[config.mk]
export PLATFORM = sky130hd
export DESIGN_NAME = tick_task_scheduler_table
export DESIGN_NICKNAME = d
export VERILOG_FILES = /design/src/hdl/ttst_pkg.sv /design/src/hdl/tick_task_scheduler_table.sv /design/src/hdl/ttst_ram.sv /design/src/hdl/ttst_ctrl.sv /design/src/hdl/ttst_dpath.sv
export SDC_FILE = /design/constraint.sdc
export NUM_CORES = 1
export LEC_CHECK = 0
export ABC_AREA = 1
export BUFFER_PORTS_ARGS = -buffer_cell sky130_fd_sc_hd__buf_4
export CAP_MARGIN = 20
export CELL_PAD_IN_SITES_DETAIL_PLACEMENT = 0
export CELL_PAD_IN_SITES_GLOBAL_PLACEMENT = 1
export CORE_MARGIN = 2
export CORE_UTILIZATION = 45
export CTS_BUF_LIST = sky130_fd_sc_hd__clkbuf_16
export DETAILED_ROUTE_END_ITERATION = 8
export GPL_ROUTABILITY_DRIVEN = 1
export PLACE_DENSITY_LB_ADDON = 0.15
export SLEW_MARGIN = 20
export SYNTH_ARGS = -nofsm -noshare
export SYNTH_HDL_FRONTEND = slang
export SYNTH_SLANG_ARGS = --single-unit
export TNS_END_PERCENT = 1
[constraint.sdc]
create_clock -name clk -period 5.4 [get_ports clk]
set_clock_uncertainty 0.2 [all_clocks]
set_input_delay 0.54 -clock clk [delete_from_list [all_inputs] [get_ports clk]]
set_output_delay 0.54 -clock clk [all_outputs]
set_load 0.02 [all_outputs]
[src/hdl/ttst_pkg.sv]
`timescale 1ns / 1ps
`default_nettype none
// ----------------------------------------------------------------------------
// ttst_pkg: shared types and constants of the tick task scheduler table
// Holds the request and response beat layouts, the request and status codes
// and the command and status groups between the controller and the datapath.
// ----------------------------------------------------------------------------
package ttst_pkg;

	// Number of slots in the table. The slot fields of both beats are three
	// bits wide, so the table size is fixed with them.
	localparam int NUM_TASKS = 8;

	// Request kinds carried in req_type. Codes five to seven do nothing.
	typedef enum logic [2:0] {
		REQ_TICK     = 3'd0,
		REQ_ADD      = 3'd1,
		REQ_DISPATCH = 3'd2,
		REQ_DELETE   = 3'd3,
		REQ_INIT     = 3'd4
	} req_kind_t;

	// Response status codes.
	typedef enum logic [1:0] {
		STAT_DONE  = 2'd0,
		STAT_DUE   = 2'd1,
		STAT_FULL  = 2'd2,
		STAT_ADDED = 2'd3
	} stat_t;

	localparam int PEND_WIDTH = 8;
	localparam logic [PEND_WIDTH-1:0] PEND_MAX = 8'd255;

	typedef struct packed {
		logic [2:0]  req_type;
		logic [2:0]  slot_index;
		logic [15:0] first_delay;
		logic [15:0] period;
	} req_t;

	typedef struct packed {
		logic [1:0] status;
		logic [2:0] task_slot;
		logic       last;
	} rsp_t;

	// Commands from the controller to the datapath.
	typedef struct packed {
		logic accept;  // take the request beat and start it
		logic rd;      // read the slot at the scan index
		logic skip;    // step over a slot that is not live
		logic upd;     // update the slot that was read and step on
		logic fin;     // send the final response of the request
	} ctl_cmd_t;

	// Status from the datapath to the controller.
	typedef struct packed {
		logic in_scan;    // incoming request walks the table
		logic scan_end;   // scan index has reached the fill mark
		logic slot_live;  // slot at the scan index is valid
		logic upd_go;     // the slot update may complete this cycle
		logic out_free;   // the response register can take a beat
	} dp_sts_t;

endpackage
`default_nettype wire

[src/hdl/tick_task_scheduler_table.sv]
`timescale 1ns / 1ps
`default_nettype none
// ----------------------------------------------------------------------------
// tick_task_scheduler_table: time triggered cooperative task scheduler table
// A fixed table of task slots aged by tick requests, filled by add requests
// and drained by dispatch requests that report each slot with runs pending.
// ----------------------------------------------------------------------------
//
//   Channel   Signals                  Beat
//   -------   ----------------------   ------------------------------------
//   request   req_valid, req_ready     req: kind, slot, first delay, period
//   response  rsp_valid, rsp_ready     rsp: status, task slot, last flag
//
// Add, delete, init and unknown requests go from the accept state to the
// state that loads the response register. Tick and dispatch walk the
// slots below the fill mark through the single read port of the slot RAM:
// each valid slot is read and then updated, a deleted slot is skipped, and
// the end of the scan loads the response register.
// Reset clears the valid bits and the fill mark at once; the slot RAM needs
// no clearing pass, since a slot that is not valid is never read.
// A response waits in its register while the next request is accepted; a
// stalled response channel holds the walk only when a second due slot is
// found or the final beat is ready to go.
//
// The controller sequences each request. The datapath holds the valid bits,
// fill mark and scan index, the slot RAM with countdown, reload period and
// pending runs of each slot, and one held response. A dispatch keeps its most
// recent due slot in the held response and sends it only when the next due
// slot turns up or the scan ends, so that the final beat carries last set.
// ----------------------------------------------------------------------------
module tick_task_scheduler_table #(
	parameter int COUNT_WIDTH = 16
) (
	input  wire logic           clk,
	input  wire logic           arst_n,
	input  wire logic           req_valid,
	output logic                req_ready,
	input  wire ttst_pkg::req_t req,
	output logic                rsp_valid,
	input  wire logic           rsp_ready,
	output ttst_pkg::rsp_t      rsp
);
	import ttst_pkg::*;

	// Command and status groups between the sequencer and the table.
	ctl_cmd_t cmd;
	dp_sts_t  sts;

	ttst_ctrl u_ctrl (
		.clk      (clk),
		.arst_n   (arst_n),
		.req_valid(req_valid),
		.req_ready(req_ready),
		.sts      (sts),
		.cmd      (cmd)
	);

	ttst_dpath #(
		.COUNT_WIDTH(COUNT_WIDTH)
	) u_dpath (
		.clk      (clk),
		.arst_n   (arst_n),
		.req      (req),
		.cmd      (cmd),
		.sts      (sts),
		.rsp_valid(rsp_valid),
		.rsp_ready(rsp_ready),
		.rsp      (rsp)
	);

endmodule
`default_nettype wire

[src/hdl/ttst_ram.sv]
`timescale 1ns / 1ps
`default_nettype none
// ----------------------------------------------------------------------------
// ttst_ram: generic single write, single read RAM
// One write port and one read port with registered read data.
// ----------------------------------------------------------------------------
module ttst_ram #(
	parameter int WIDTH = 40,
	parameter int DEPTH = 8,
	localparam int AW = (DEPTH > 1) ? $clog2(DEPTH) : 1
) (
	input  wire logic             clk,
	input  wire logic             wr_en,
	input  wire logic [AW-1:0]    wr_addr,
	input  wire logic [WIDTH-1:0] wr_data,
	input  wire logic             rd_en,
	input  wire logic [AW-1:0]    rd_addr,
	output logic      [WIDTH-1:0] rd_data
);

	logic [WIDTH-1:0] mem_q [DEPTH];

	always_ff @(posedge clk) begin
		if (wr_en) begin
			mem_q[wr_addr] <= wr_data;
		end
		if (rd_en) begin
			rd_data <= mem_q[rd_addr];
		end
	end

endmodule
`default_nettype wire

[src/hdl/ttst_ctrl.sv]
`timescale 1ns / 1ps
`default_nettype none
// ----------------------------------------------------------------------------
// ttst_ctrl: request sequencer of the tick task scheduler table
// Accepts a request, walks the slots for tick and dispatch, and sends the
// final response.
// ----------------------------------------------------------------------------
module ttst_ctrl (
	input  wire logic               clk,
	input  wire logic               arst_n,
	input  wire logic               req_valid,
	output logic                    req_ready,
	input  wire ttst_pkg::dp_sts_t  sts,
	output ttst_pkg::ctl_cmd_t      cmd
);
	import ttst_pkg::*;

	typedef enum logic [3:0] {
		ST_IDLE = 4'b0001,
		ST_RD   = 4'b0010,
		ST_UPD  = 4'b0100,
		ST_FIN  = 4'b1000
	} state_t;

	state_t state_q, state_d;

	always_comb begin
		state_d   = state_q;
		cmd       = '0;
		req_ready = 1'b0;
		unique case (state_q)
			ST_IDLE: begin
				req_ready = 1'b1;
				if (req_valid) begin
					cmd.accept = 1'b1;
					state_d    = sts.in_scan ? ST_RD : ST_FIN;
				end
			end
			ST_RD: begin
				if (sts.scan_end) begin
					state_d = ST_FIN;
				end else if (!sts.slot_live) begin
					cmd.skip = 1'b1;
				end else begin
					cmd.rd  = 1'b1;
					state_d = ST_UPD;
				end
			end
			ST_UPD: begin
				if (sts.upd_go) begin
					cmd.upd = 1'b1;
					state_d = ST_RD;
				end
			end
			ST_FIN: begin
				if (sts.out_free) begin
					cmd.fin = 1'b1;
					state_d = ST_IDLE;
				end
			end
			default: begin
				state_d = ST_IDLE;
			end
		endcase
	end

	always_ff @(posedge clk or negedge arst_n) begin
		if (!arst_n) begin
			state_q <= ST_IDLE;
		end else begin
			state_q <= state_d;
		end
	end

endmodule
`default_nettype wire

[src/hdl/ttst_dpath.sv]
`timescale 1ns / 1ps
`default_nettype none
// ----------------------------------------------------------------------------
// ttst_dpath: slot table datapath of the tick task scheduler table
// Valid bits, fill mark, scan index, slot RAM, held response and the
// response register.
// ----------------------------------------------------------------------------
module ttst_dpath #(
	parameter int COUNT_WIDTH = 16
) (
	input  wire logic               clk,
	input  wire logic               arst_n,
	input  wire ttst_pkg::req_t     req,
	input  wire ttst_pkg::ctl_cmd_t cmd,
	output ttst_pkg::dp_sts_t       sts,
	output logic                    rsp_valid,
	input  wire logic               rsp_ready,
	output ttst_pkg::rsp_t          rsp
);
	import ttst_pkg::*;

	localparam int IW = (NUM_TASKS > 1) ? $clog2(NUM_TASKS) : 1;
	localparam int FW = $clog2(NUM_TASKS + 1);
	localparam int CW = COUNT_WIDTH;
	localparam int DW = 2 * CW + PEND_WIDTH;

	logic [NUM_TASKS-1:0] valid_q;
	logic [FW-1:0]        fill_q;
	logic [FW-1:0]        idx_q;
	logic                 dispatch_q;
	logic                 hold_due_q;
	logic [1:0]           hold_status_q;
	logic [2:0]           hold_idx_q;
	logic                 out_valid_q;
	rsp_t                 out_q;

	logic                  full;
	logic                  is_add, is_del, is_init;
	logic                  del_ok;
	logic [DW-1:0]         rd_data;
	logic [CW-1:0]         rd_cd, rd_per;
	logic [PEND_WIDTH-1:0] rd_pend;
	logic [CW-1:0]         nx_cd;
	logic [PEND_WIDTH-1:0] nx_pend;
	logic                  due;
	logic                  wr_en;
	logic [IW-1:0]         wr_addr;
	logic [DW-1:0]         wr_data;
	logic                  push_mid, push_fin;

	assign full    = (fill_q == FW'(NUM_TASKS));
	assign is_add  = (req.req_type == REQ_ADD);
	assign is_del  = (req.req_type == REQ_DELETE);
	assign is_init = (req.req_type == REQ_INIT);
	assign del_ok  = (32'(req.slot_index) < NUM_TASKS);

	assign {rd_cd, rd_per, rd_pend} = rd_data;
	assign due = dispatch_q && (rd_pend != '0);

	// Tick ages a slot; dispatch uses one pending run.
	always_comb begin
		nx_cd   = rd_cd;
		nx_pend = rd_pend;
		if (dispatch_q) begin
			nx_pend = rd_pend - PEND_WIDTH'(1);
		end else if (rd_cd == '0) begin
			if (rd_pend != PEND_MAX) begin
				nx_pend = rd_pend + PEND_WIDTH'(1);
			end
			if (rd_per != '0) begin
				nx_cd = rd_per;
			end
		end else begin
			nx_cd = rd_cd - CW'(1);
		end
	end

	always_comb begin
		if (cmd.accept) begin
			wr_en   = is_add && !full;
			wr_addr = fill_q[IW-1:0];
			wr_data = {CW'(req.first_delay), CW'(req.period), PEND_WIDTH'(0)};
		end else begin
			wr_en   = cmd.upd && (!dispatch_q || due);
			wr_addr = idx_q[IW-1:0];
			wr_data = {nx_cd, rd_per, nx_pend};
		end
	end

	ttst_ram #(
		.WIDTH(DW),
		.DEPTH(NUM_TASKS)
	) u_ram (
		.clk    (clk),
		.wr_en  (wr_en),
		.wr_addr(wr_addr),
		.wr_data(wr_data),
		.rd_en  (cmd.rd),
		.rd_addr(idx_q[IW-1:0]),
		.rd_data(rd_data)
	);

	assign push_mid = cmd.upd && due && hold_due_q;
	assign push_fin = cmd.fin;

	assign sts.in_scan   = (req.req_type == REQ_TICK) || (req.req_type == REQ_DISPATCH);
	assign sts.scan_end  = (idx_q >= fill_q);
	assign sts.slot_live = valid_q[idx_q[IW-1:0]];
	assign sts.out_free  = !out_valid_q || rsp_ready;
	assign sts.upd_go    = !(due && hold_due_q && !sts.out_free);

	always_ff @(posedge clk or negedge arst_n) begin
		if (!arst_n) begin
			valid_q     <= '0;
			fill_q      <= '0;
			idx_q       <= '0;
			dispatch_q  <= 1'b0;
			hold_due_q  <= 1'b0;
			out_valid_q <= 1'b0;
		end else begin
			if (cmd.accept) begin
				idx_q      <= '0;
				dispatch_q <= (req.req_type == REQ_DISPATCH);
				hold_due_q <= 1'b0;
				if (is_init) begin
					valid_q <= '0;
					fill_q  <= '0;
				end else if (is_add && !full) begin
					valid_q[fill_q[IW-1:0]] <= 1'b1;
					fill_q                  <= fill_q + FW'(1);
				end else if (is_del && del_ok) begin
					valid_q[IW'(req.slot_index)] <= 1'b0;
				end
			end
			if (cmd.skip || cmd.upd) begin
				idx_q <= idx_q + FW'(1);
			end
			if (cmd.upd && due) begin
				hold_due_q <= 1'b1;
				if (rd_per == '0) begin
					valid_q[idx_q[IW-1:0]] <= 1'b0;
				end
			end
			if (push_mid || push_fin) begin
				out_valid_q <= 1'b1;
			end else if (rsp_ready) begin
				out_valid_q <= 1'b0;
			end
		end
	end

	always_ff @(posedge clk) begin
		if (cmd.accept) begin
			hold_idx_q <= '0;
			if (is_add) begin
				hold_status_q <= full ? STAT_FULL : STAT_ADDED;
				hold_idx_q    <= full ? 3'd0 : 3'(fill_q);
			end else begin
				hold_status_q <= STAT_DONE;
			end
		end else if (cmd.upd && due) begin
			hold_status_q <= STAT_DUE;
			hold_idx_q    <= 3'(idx_q);
		end
		if (push_mid || push_fin) begin
			out_q.status    <= hold_status_q;
			out_q.task_slot <= hold_idx_q;
			out_q.last      <= push_fin;
		end
	end

	assign rsp_valid = out_valid_q;
	assign rsp       = out_q;

`ifndef ASSERT_OFF
	a_fill_range: assert property (@(posedge clk) disable iff (!arst_n)
		fill_q <= FW'(NUM_TASKS))
		else $error("fill mark beyond table size");

	a_no_overrun: assert property (@(posedge clk) disable iff (!arst_n)
		(push_mid || push_fin) |-> sts.out_free)
		else $error("response pushed over an untaken beat");

	a_valid_below_fill: assert property (@(posedge clk) disable iff (!arst_n)
		(valid_q >> fill_q) == '0)
		else $error("valid slot at or above fill mark");

	a_read_live: assert property (@(posedge clk) disable iff (!arst_n)
		cmd.rd |-> (!sts.scan_end && sts.slot_live))
		else $error("slot read outside the live range");
`endif

endmodule
`default_nettype wire
After elaboration in Yosys (flattened, before gate mapping). Memories as Yosys holds them, arrays and structs flattened. A register that Yosys moved wholly into a read port is not among the register bits. Cells that the tools add are included.

Output and inout bits: 8. Bits in latches: 0. Memories kept: 1. Memory bits (writable): 320. ROM bits: 0. Flip-flop bits (word level): 34.

Bitwise logic cells: 5. $lt $le $gt $ge: 7. Reductions and logical operators: 30. $add $sub $neg: 5. Shift-type cells: 0. $mul: 0. Divide/modulo/power cells: 0. Equal/unequal tests: 14. Multiplexer cells: 59.

Memory list: u_dpath.u_ram.mem_q (depth 8, bits a word 40, rd ports 1, clocked after Yosys merged registers in 1, write ports 1, line ttst_ram.sv:21) `logic [WIDTH-1:0] mem_q [DEPTH];`.

Operator list (count): $mux W8 (9); $mux W16 (3); $mux W4 (10); $mux W40 (1); $logic_not A16 Y1 (2); $mux W1 (21); $and A8 B8 Y8 (2); $not A8 Y8 (2); $pmux W4 S4 (1); $reduce_bool A16 Y1 (1); $sub A16 B1 Y16 const B (1); $mux W3 (5); $lt A3 B4 Y1 const B (3); $logic_and A1 B1 Y1 (10); $mux W2 (5); $demux W1 S3 (3); $ge A3 B1 Y1 const B (3); $add A4 B1 Y4 const B (2); $add A8 B1 Y8 const B (1); $eq A4 B4 Y1 const B (2); $ne A8 B8 Y1 const B (1); $or A8 B8 Y8 (1); $reduce_bool A2 Y1 (4); $reduce_bool A8 Y1 (1); 17 further kinds (26).

Depth between registers and ports, before layout. Gate-level depths: netlist of run 1.

Word-level depth: 13. Gate-level depth with buffers: 13. Mapped depth without buffers: 11.

Cells and area by module. From an unflattened synthesis of run 1, not the netlist that was laid out.

Cell total of the unflattened synthesis: 2112. Area, all modules: 19122.1 um^2.

Modules (own cells, without submodules): ttst_ram (times used 1, area an instance 15199.6 um^2, seq. area each 10810.4 um^2, cells each 1441); ttst_dpath (times used 1, area an instance 3632.2 um^2, seq. area each 805.8 um^2, cells each 622); ttst_ctrl (times used 1, area an instance 290.3 um^2, seq. area each 101.3 um^2, cells each 49).

Least setup slack after synthesis of run 1. OpenSTA, ideal clock, no wires.

Kind: reg-to-reg. Start point: register u_dpath.idx_q[0]. End point: register u_dpath.u_ram.rd_data[0], read port of u_dpath.u_ram.mem_q (enable). Required time: 4.763 ns. Path buffers: 3. Period minus slack after synthesis: 4.049 ns. Arrival: 3.412 ns. Path slack: 1.351 ns. Stages on the path, launching flop included: 11. Cells stage by stage: dfrtp_1 > inv_2 > buf_4 > buf_4 > clkbuf_1 > ha_1 > nand3_1 > nand3_1 > nor2_1 > inv_1 > nor2_1.

RTL lines: from (decl) (line ttst_dpath.sv:29) `logic [FW-1:0] idx_q;`; from (signal assigned) (line ttst_dpath.sv:136) `idx_q <= idx_q + FW'(1);`; to (decl) (line ttst_ram.sv:18) `output logic [WIDTH-1:0] rd_data`.

Worst setup path after layout of run 1.
Start point: register u_dpath.fill_q[0]. End point: memory u_dpath.u_ram.mem_q[0][29] (enable).

Word-level cells in the longest chain between the ends: 6. Elaborated cells on any way between the ends: 7.

RTL lines: from (decl) (line ttst_dpath.sv:28) `logic [FW-1:0] fill_q;`; from (signal assigned) (line ttst_dpath.sv:130) `fill_q <= fill_q + FW'(1);`; $eq A4 B4 Y1 (line ttst_dpath.sv:51) `assign full = (fill_q == FW'(NUM_TASKS));`; $logic_not A1 Y1 (line ttst_dpath.sv:80) `wr_en = is_add && !full;`; $logic_and A1 B1 Y1 (line ttst_dpath.sv:80); $mux W1 (line ttst_dpath.sv:79) `if (cmd.accept) begin`; $mux W1 (line ttst_ram.sv:24) `if (wr_en) begin`; $mux W1 (implied by the code) (line ttst_ram.sv:25) `mem_q[wr_addr] <= wr_data;`; to (decl) (line ttst_ram.sv:21).

Several ways; a longest one is shown, not always the timed one.

==> results of run 1 <==
[metal layers]
| layer | vias up | track usage |
|---|---|---|
| met5 | - | 0 |
| met4 | 0 | 0.0741 |
| met3 | 79 | 0.0420 |
| met2 | 344 | 0.380 |
| met1 | 5677 | 0.339 |
| li1 | 5469 | - |
[repair_timing]
action                                 4_1_cts  5_1_grt
setup endpoints to repair                    0        0
hold buffers                                 1        0
endpoints found under the hold margin       23        0
resized for setup                            0        0
[area by class of cell]
type / count / area, µm²
Fill cell: 3357 / 18200
Multi-Input combinational cell: 940 / 4870
Clock buffer: 43 / 1080
Clock inverter: 36 / 268
Inverter: 101 / 382
Sequential cell: 394 / 11700
Timing Repair Buffer: 73 / 551
Tap cell: 511 / 639
[critical path, stage by stage (launching register included)]
cell and delay, ns:
dfrtp_1 0.40, clkinv_1 0.28, ha_1 0.30, nand2_1 0.06
nor2_1 0.04, nor2_2 0.16, nand2_1 0.22, nand2_1 0.13
inv_1 0.27, nor2_4 0.79, buf_4 0.46
[per-stage QoR]
| step | hold slack, ns | power [mW] | instances | cell area [µm²] | util |
|---|---|---|---|---|---|
| CTS | 0.0659 | 8.55 | 2098 | 19500 | 0.518 |
| detailed placement | 0.213 | 5.74 | 2018 | 18200 | 0.482 |
| finish | 0.0940 | 8.48 | 2098 | 19500 | 0.518 |
| floorplan | 0.0444 | 5.13 | 1507 | 17200 | - |
| global route | 0.0961 | 8.88 | 2098 | 19500 | 0.518 |
| global placement | 0.205 | 5.72 | 2018 | 18200 | 0.482 |
[logic make-up (layout without fill, tap and decap cells)]
family | count (synthesis) | count (layout) | synth area share
buffers and inverters | 173 | 253 | 0.0423
flip-flops | 394 | 394 | 0.680
XOR/XNOR | 5 | 5 | 0.00254
adder cells (fa/ha/maj) | 12 | 12 | 0.00872
AO/OA/AOI/OAI | 374 | 374 | 0.132
AND/OR/NAND/NOR | 549 | 549 | 0.134
[state kept, by name, indices dropped and copies added, names as in the netlist]
name	cells
u_dpath.u_ram.mem_q	320
u_dpath.u_ram.rd_data	40
u_dpath.valid_q	8
u_dpath.rsp	6
u_ctrl.state_q	4
u_dpath.fill_q	4
u_dpath.idx_q	4
u_dpath.hold_idx_q	3
u_dpath.hold_status_q	2
u_dpath.dispatch_q	1
u_dpath.hold_due_q	1
u_dpath.rsp_valid	1
[report_power, final]
part	switching (mW)	internal, mW	leakage, nW
sequential	0.126	3.78	3.65
clock	1.23	1.60	0.706
combinational	1.30	0.451	2.52
[worst paths after layout]
kind / slack (ns) / endpoint
min: 0.09 / u_ctrl.state_q[0]
max in group asynchronous: 4.49 / u_ctrl.state_q[0]
max reg2reg: 1.72 / u_dpath.u_ram.mem_q[0][29]
max: 1.72 / u_dpath.u_ram.mem_q[0][29]
min in group asynchronous: 0.22 / u_dpath.hold_due_q
min reg2reg: 0.22 / u_dpath.rsp[3]
[cell usage after synthesis, drive strengths merged, types with 22 or more instances]
cell type,instances
nand3,74
o21ai,215
o2111ai,40
edfxtp,371
nand2,218
o21a,80
dfrtp,22
nor2,228
inv,99
buf,36
a21oi,24
clkbuf,36
==> metrics.md, run 1 <==
| Metric | Value |
|---|---|
| Setup bufs post-CTS | 0 |
| Wire length on met3 | 2630 µm |
| Max-slew headroom | 0.334 |
| Arr. time, crit path | 3.72 ns |
| Crit path capture type | flop |
| Core ar. | ~0.038 mm² |
| Initial Util | 0.457 |
| Reg-to-Reg Start | u_dpath.fill_q[0] |
| Net count, final | 1607 |
| Top sig layer | met4 |
| Gr ovfl total | 0 |
| R2R depth | 10 |
| Ys Warns | 0 |
| Hold Path Class | input pin to flop |
| H-tree depth | 2 |
| CP startpoint | u_dpath.fill_q[0] |
| Area Overhead vs Synth | 13.3% |
| CTS tree | yes |
| First DRT Iteration DRCs | 1066 |
| Final hold vios | 0 |
| Number of antenna diodes | 0 |
| Metal1 wirelength | 20900 µm |
| Clock buffer depth | 3 |
| Worst slew pin tran | 0.989 ns |
| Slew Limit Fails | 0 |
| Syn Nets | 1561 |
| FF+latch count, synth | 394 |
| DRT antenna net count | 0 |
| DRC violations left | 0 |
| Setup tns final | 0 ns |
| Max Cap Violations | 0 |
| Setup WS pre-CTS | approximately 1.7 ns |
| Row count | 71 |
| Top-area cell type share of the netlist area | 0.647 |
| Die Wd | 200 µm |
| Layout cells sized above 1 | 0.112 |
| Final setup viols | 0 |
| Cell Area, Synth | 0.0172 mm² |
| Most used DFF post-synth | edfxtp_1 |
| Status | finished, final reports clean |
| I/O Buffers | 49 |
| Pwr Density | 435 mW/mm² |
| Number of synthesized flops with an enable pin | about 370 |
| RSZ-0062 raised after global routing | false |
| Crit path launch type | flop |
| Routed len/inst | 22.0 µm |
| Post-synthesis cell type count | 37 |
| Crit Path Class | flop to flop |
| GRT Util Overall | 0.240 |
| Root buf cell | clkbuf_16 |
| Commonest cells after routing, fill and taps aside | 371 x edfxtp_1, 210 x o21ai_0, 207 x nand2_1 |
| DR vias | roughly 12000 |
| Crit path time final | 3.68 ns |
| CTS Sinks | 394 |
| Setup WS post-layout | 1.72 ns |
| Initial antenna violation count | 0 |
| Io pins | 50 |
| Global-route wire length before repair | 70400 µm |
| Maximum vdd drop | 0.000256 V |
| WHS Path Cells | 4 |
| Leading area contributor after synthesis | edfxtp_1 |
| Leakage | 6.87 nW |
| Mean post-synth cell area | 11.4 µm² |
| Chip Height | about 200 µm |
| F_max | 272 MHz |
| DRT Wirelength | about 46000 µm |
| GP Congestion | 0.832 |
| DR vias/cell | 5.51 |
| Sequential fraction of the synthesis area | 0.680 |
| Critical Path Fanout Max | 22 |
| Met2 Wirelength | 21400 µm |
| Critical path required time | 5.44 ns |
| Vias in the first global route | 11400 |
| Total CTS buffers | 43 |
| Worst-path clk slew | 0.06 ns |
| Hold path start | req_valid |
| Syn Inst Count | 1507 |
| DIE AREA | 0.0399 mm² |
| Pin count of the biggest net entering global routing | 88 |
| Clk_lat worst skew | 0.58 ns |
| Final period util | 0.681 |
| Post-DP HPWL | 28300 µm |
| Commonest non-fill, non-tap cell in the layout | edfxtp_1 |
| Fraction of synthesis flops using an asynchronous set or reset pin | 0.0584 |
| Area contributors post-synth | edfxtp_1 65%, o21ai_0 6.1%, nor2_1 4.7%, nand2_1 4.5%, o21a_1 3.5% |
| First-pass DRT Iterations | 5 |
No activity file was read; power rests on OpenSTA's default activity.
==> run 2: changes to the inputs <==
==> constraint.sdc (replaced) <==
create_clock -name clk -period 3.7 [get_ports clk]
set_clock_uncertainty 0.2 [all_clocks]
set_input_delay 0.37 -clock clk [delete_from_list [all_inputs] [get_ports clk]]
set_output_delay 0.37 -clock clk [all_outputs]
set_load 0.02 [all_outputs]
==> metrics.md, run 2 (synthesized netlist as in run 1, its figures left out) <==
| Metric | Value |
|---|---|
| DRT antenna net count | 0 |
| Die Wd | 200 µm |
| Clock buffer depth | 3 |
| Leakage | 6.94 nW |
| First DRT Iteration DRCs | between 900 and 1000 |
| DR vias | 11500 |
| Max Cap Violations | 0 |
| H-tree depth | 2 |
| Gr ovfl total | 0 |
| Critical path required time | ~3.7 ns |
| Commonest non-fill, non-tap cell in the layout | edfxtp_1 |
| Setup bufs post-CTS | 0 |
| Row count | a little over 70 |
| Core ar. | about 0.038 mm² |
| Number of antenna diodes | 0 |
| Hold_buf cts | 6 |
| Final setup viols | 0 |
| Crit path time final | 3.13 ns |
| Max FFs per register | 320 |
| Register area | 0.0117 mm² |
| Initial antenna violation count | 0 |
| Top reg by flops | u_dpath.u_ram.mem_q |
| DR vias/cell | 5.46 |
| Post_cts resized | 0 |
| CTS Sinks | about 390 |
| Setup tns final | 0 ns |
| Slew Limit Fails | 0 |
| Commonest cells after routing, fill and taps aside | 371 x edfxtp_1, 211 x o21ai_0, 207 x nand2_1 |
| Pwr Density | 620 mW/mm² |
| GP Congestion | 0.838 |
| Setup WS pre-CTS | 0.555 ns |
| GRT Util Overall | 0.229 |
| Layout cells sized above 1 | 0.118 |
| Maximum vdd drop | 0.000424 V |
| Io pins | 50 |
| FF-to-FF setup slack | 0.57 ns |
| Crit Path Class | flop to flop |
| Worst-path clk slew | 0.06 ns |
| DIE AREA | 0.0399 mm² |
| Initial Util | 0.457 |
| Filler cell count | 3321 |
| Global-route wire length before repair | between 60000 and 70000 µm |
| RSZ-0062 raised after global routing | false |
| Vias in the first global route | 11300 |
| Tot Pwr | 12.2 mW |
| Worst slew pin tran | 0.984 ns |
| F_max | 319 MHz |
| Crit path launch type | flop |
| Pin count of the biggest net entering global routing | 167 |
| DRT Wirelength | 44200 µm |
| DRC violations left | 0 |
| Clk_lat worst skew | between 0.5 and 0.6 ns |
| Arr. time, crit path | 3.17 ns |
| Post-DP HPWL | approximately 26000 µm |
| Total CTS buffers | 42 |
| Crit path capture type | flop |
| Area Overhead vs Synth | 14.3% |
| Area of the multi-input gates | 0.00487 mm² |
| CTS tree | yes |
| Root buf cell | clkbuf_16 |
| Net count, final | 1619 |
| Routed len/inst | 21.0 µm |
| Status | finished, final reports clean |
| Max-slew headroom | 0.344 |
| Final period util | 0.847 |
| Chip Height | 200 µm |
| Most used cell, CP | nand3_1 |
| I/O Buffers | 49 |
| Top flop regs | u_dpath.u_ram.mem_q (320), u_dpath.u_ram.rd_data (40), u_dpath.valid_q (8) |
| Final hold vios | 0 |
| Critical Path Fanout Max | 12 |
| Hold Path Class | input pin to asynchronous set/reset pin |
| Setup WS post-layout | roughly 0.57 ns |
| Max stage delay on crit path | 0.48 ns |
| Worst path cell trace | inv_1 -> ha_1 -> nand3_1 -> nor2_1 -> nor2_2 -> nand3_1 -> nand3_1 -> nand2_1 -> inv_1 -> nor2_4 -> buf_4 |
| Worst path slowest cell | nor2_4 |
| First-pass DRT Iterations | 8 |
==> run 2: changes by cell type in the layout (fill, tap and decap cells not counted), sizes merged <==
cell	before	now
dlygate4sd3	1	6
inv	112	110
clkinvlp	0	2
bufinv	3	2
clkinv	22	19
buf	72	80
==> run 2: final cells by class <==
| class | count | area share |
|---|---|---|
| timing repair buffer | 86 | 0.0393 |
| sequential | 394 | 0.595 |
| clock buffer | 43 | 0.0547 |
| tap | 511 | 0.0325 |
| clock inverter | 32 | 0.0111 |
| inverter | 101 | 0.0194 |
| multi-input combinational | 940 | 0.248 |
==> run 2: metrics by stage <==
step	instances	util	area (µm²)	hold slack, ns
after global routing	2107	0.523	19700	0.0674
after global placement	2026	0.487	18300	0.101
after detailed placement	2026	0.487	18300	0.0976
final	2107	0.523	19700	0.0493
after floorplan	1507	-	17200	-0.126
after CTS	2107	0.523	19700	0.0215
==> run 2: routing by layer <==
| metal | vias up | global-route usage | part of all wire |
|---|---|---|---|
| met2 | 343 | 0.359 | 0.46 |
| met1 | 5592 | 0.324 | 0.45 |
| met5 | - | 0 | 0 |
| met3 | 71 | 0.0434 | 0.059 |
| met4 | 0 | 0.0678 | 0.025 |
| li1 | 5494 | - | - |
==> run 2: worst paths after layout <==
kind | startpoint | end | cells past startpoint
hold / removal | arst_n | u_dpath.rsp_valid | 2
setup / recovery | u_dpath.u_ram.rd_data[0] | u_dpath.u_ram.mem_q[0][32] | 11
min in group clk | req[34] | u_dpath.valid_q[0] | 5
setup reg to reg | u_dpath.u_ram.rd_data[0] | u_dpath.u_ram.mem_q[0][32] | 11
max in group asynchronous | arst_n | u_ctrl.state_q[0] | 2
hold reg to reg | u_dpath.hold_idx_q[2] | u_dpath.rsp[3] | 0
==> run 2: power breakdown <==
part | leakage [nW] | switching, mW | internal [mW]
logic | 2.61 | 1.93 | 0.696
registers | 3.65 | 0.0948 | 5.51
clock network | 0.680 | 1.72 | 2.25
==> run 2: critical path, delay by kind of cell, from the launching register on <==
family,cells,cell delay [ns]
flip-flops,1,0.44
buffers and inverters,3,0.78
AND/OR/NAND/NOR,7,1.18
adder cells (fa/ha/maj),1,0.18
==> run 3: changes to the inputs <==
--- a/config.mk
+++ b/config.mk
@@ -5,7 +5,7 @@
 export SDC_FILE = /design/constraint.sdc
 export NUM_CORES = 1
 export LEC_CHECK = 0
-export ABC_AREA = 1
+export ABC_AREA = 0
 export BUFFER_PORTS_ARGS = -buffer_cell sky130_fd_sc_hd__buf_4
 export CAP_MARGIN = 20
 export CELL_PAD_IN_SITES_DETAIL_PLACEMENT = 0
==> constraint.sdc (replaced) <==
create_clock -name clk -period 2.6 [get_ports clk]
set_clock_uncertainty 0.2 [all_clocks]
set_input_delay 0.26 -clock clk [delete_from_list [all_inputs] [get_ports clk]]
set_output_delay 0.26 -clock clk [all_outputs]
set_load 0.02 [all_outputs]
==> metrics.md, run 3 <==
| Metric | Value |
|---|---|
| First DRT Iteration DRCs | 660 |
| Leakage | 7.05 nW |
| Commonest cells after routing, fill and taps aside | 371 x edfxtp_1, 171 x buf_4, 84 x nand2_1 |
| DR vias | between 9000 and 10000 |
| Clock buffer depth | 3 |
| Core ar. | 0.0365 mm² |
| Io pins | 50 |
| Vias in the first global route | 10200 |
| Final setup viols | 58 |
| Final period util | 1.01 |
| Final Util | 0.572 |
| DRT Wirelength | 42000 µm |
| Initial antenna violation count | 0 |
| Slew Limit Fails | 0 |
| Routed len/inst | around 25 µm |
| R2R depth | 6 |
| Syn Inst Count | 977 |
| Most used DFF post-synth | edfxtp_1 |
| CTS tree | yes |
| Max-slew headroom | 0.609 |
| Critical Path Fanout Max | 8 |
| Max FFs per register | 320 |
| Violated checks | setup timing |
| Critical path required time | 2.70 ns |
| Root buf cell | clkbuf_16 |
| Pwr Density | 839 mW/mm² |
| FF+latch count, synth | between 300 and 400 |
| Fraction of synthesis flops using an asynchronous set or reset pin | 0.0584 |
| Ys Warns | 0 |
| Sequential fraction of the synthesis area | 0.703 |
| Clk_lat worst skew | about 0.57 ns |
| Final Instance Count excl. Fillers | 1697 |
| Crit path capture type | flop |
| Global-route wire length before repair | 63400 µm |
| Most frequent cell after synthesis | edfxtp_1 |
| Worst path cell trace | or4_4 -> or3_4 -> a21boi_2 -> o32a_2 -> nor2_4 -> buf_4 |
| WHS Path Cells | 3 |
| Setup WS pre-CTS | -0.365 ns |
| Initial Util | 0.457 |
| Layout cells sized above 1 | 0.365 |
| Hold path start | req[4] |
| GP Congestion | roughly 0.83 |
| Hold Path Class | input pin to flop |
| Crit Path Class | flop to flop |
| CP top delay family | simple AND/OR/NAND/NOR gates |
| Worst-path clk slew | 0.06 ns |
| Gr ovfl total | 0 |
| Crit path launch type | flop |
| F_max | 381 MHz |
| DRT antenna net count | 0 |
| DIE AREA | 0.0386 mm² |
| FF-to-FF setup slack | -0.02 ns |
| Leading area contributor after synthesis | edfxtp_1 |
| Final hold vios | 0 |
| Reg-to-Reg End | u_dpath.u_ram.mem_q[1][0] |
| H-tree depth | 2 |
| Max Cap Violations | 0 |
| Reg-to-Reg Start | u_dpath.u_ram.rd_data[5] |
| Crit path time final | about 2.6 ns |
| Buf/Inv on CP | 1 |
| GRT Util Overall | 0.223 |
| Placed cell count | 1590 |
| Status | complete, but fails checks |
| Max stage delay on crit path | 0.56 ns |
| Top-area cell type share of the netlist area | 0.668 |
| Hold EP | u_dpath.u_ram.mem_q[2][12] |
| Post-DP HPWL | about 27000 µm |
| Area contributors post-synth | edfxtp_1 67%, mux4_2 11%, dfrtp_1 3.3%, mux2_2 2.7%, nand2_1 1.9% |
| Net count, final | 1254 |
| Pin count of the biggest net entering global routing | 51 |
| Worst path slowest cell | or4_4 |
| Setup WS post-layout | -0.0217 ns |
| Number of synthesized flops with an enable pin | 371 |
| Area Overhead vs Synth | 25.2% |
| Die Wd | between 150 and 200 µm |
| DR vias/cell | 5.76 |
| Cell Area, Synth | 0.0167 mm² |
| Maximum vdd drop | 0.000535 V |
| Syn Nets | 1031 |
| Commonest non-fill, non-tap cell in the layout | edfxtp_1 |
| Top reg by flops | u_dpath.u_ram.mem_q |
| Total CTS buffers | 42 |
| I/O Buffers | 49 |
| Top flop regs | u_dpath.u_ram.mem_q (320), u_dpath.u_ram.rd_data (40), u_dpath.valid_q (8) |
| Number of antenna diodes | 0 |
| DRC violations left | 0 |
| Chip Height | 197 µm |
| Arr. time, crit path | 2.72 ns |
| Row count | 70 |
| Worst slew pin tran | between 0.5 and 0.6 ns |
| First-pass DRT Iterations | 5 |
| Post-synthesis cell type count | 70 |
| Post-synth top cells | 371 x edfxtp_1, 84 x nand2_1, 82 x mux4_2, 50 x nor2_1, 40 x mux2_2 |
| Mean post-synth cell area | 17.1 µm² |
| CTS Sinks | 394 |
| RSZ-0062 raised after global routing | true |
[run 3: how the worst max path moves through the flow]
| stage | start | end | slack [ns] | depth (start not counted) |
|---|---|---|---|---|
| 2_1_floorplan | u_dpath.idx_q[0] | u_dpath.u_ram.rd_data[0] | -0.34 | 9 |
| 3_3_place_gp | u_dpath.u_ram.rd_data[24] | u_dpath.u_ram.mem_q[6][29] | -0.28 | 8 |
| 3_5_place_dp | u_dpath.u_ram.rd_data[25] | u_dpath.u_ram.mem_q[6][29] | -0.37 | 8 |
| 4_1_cts | u_dpath.u_ram.rd_data[25] | u_dpath.u_ram.mem_q[1][4] | -0.03 | 9 |
| 5_1_grt | u_dpath.u_ram.rd_data[5] | u_dpath.u_ram.mem_q[7][25] | -0.08 | 7 |
| 6_report | u_dpath.u_ram.rd_data[5] | u_dpath.u_ram.mem_q[1][0] | -0.02 | 6 |
[run 3: cell type report]
cell class / instances / area, µm²
fillers: 2820 / 15600
flip-flops and latches: 394 / 11700
multi-input cells: 509 / 4890
repair buffers: 231 / 2170
clock buffers: 43 / 1080
well taps: 468 / 586
clock inverters: 30 / 344
inverters: 22 / 87.6
[run 3: timing repair]
item                                    4_1_cts  5_1_grt
setup buffers                                 0        6
endpoints found under the setup margin      427      444
hold buffers                                 25        3
gates resized for setup                      20       23
hold endpoints to repair                    158       24
pin swaps                                     1        8
[run 3: worst min-delay path, cell delays in order]
cell,delay (ns)
buf_4,0.08
nand2_1,0.06
nand2_1,0.22
[run 3: metrics by stage]
step	total power [mW]	area, µm²	hold slack (ns)	setup TNS [ns]
after floorplan	10.0	16800	-0.236	-119.79
after global placement	11.3	19000	-0.0142	-33.93
after detailed placement	11.4	19000	-0.0126	-47.40
after CTS	17.6	20700	0.00884	-0.191
after global routing	18.2	20900	0.0295	-9.24
final	17.5	20900	0.0228	-0.500
[run 3: power by group]
group          switching [mW]  total, mW  leakage (nW)  internal (mW)
combinational            2.02       3.68          2.69           1.66
clock                    2.50       6.12         0.713           3.62
sequential              0.109       7.72          3.65           7.62
[run 3: routing by layer]
metal	up-vias	GRT usage	share of wire
met5	-	0	0
met4	0	0.0791	0.031
met3	61	0.0412	0.054
met2	278	0.357	0.48
met1	5063	0.310	0.43
li1	4372	-	-
[run 3: kinds of logic (layout without fill, tap and decap cells)]
family | count (synthesis) | count (layout) | synth area share
adder cells (fa/ha/maj) | 12 | 12 | 0.00900
flip-flops | 394 | 394 | 0.703
buffers and inverters | 74 | 326 | 0.0182
AO/OA/AOI/OAI | 127 | 127 | 0.0534
XOR/XNOR | 7 | 7 | 0.00368
AND/OR/NAND/NOR | 236 | 236 | 0.0723
multiplexers | 127 | 127 | 0.141
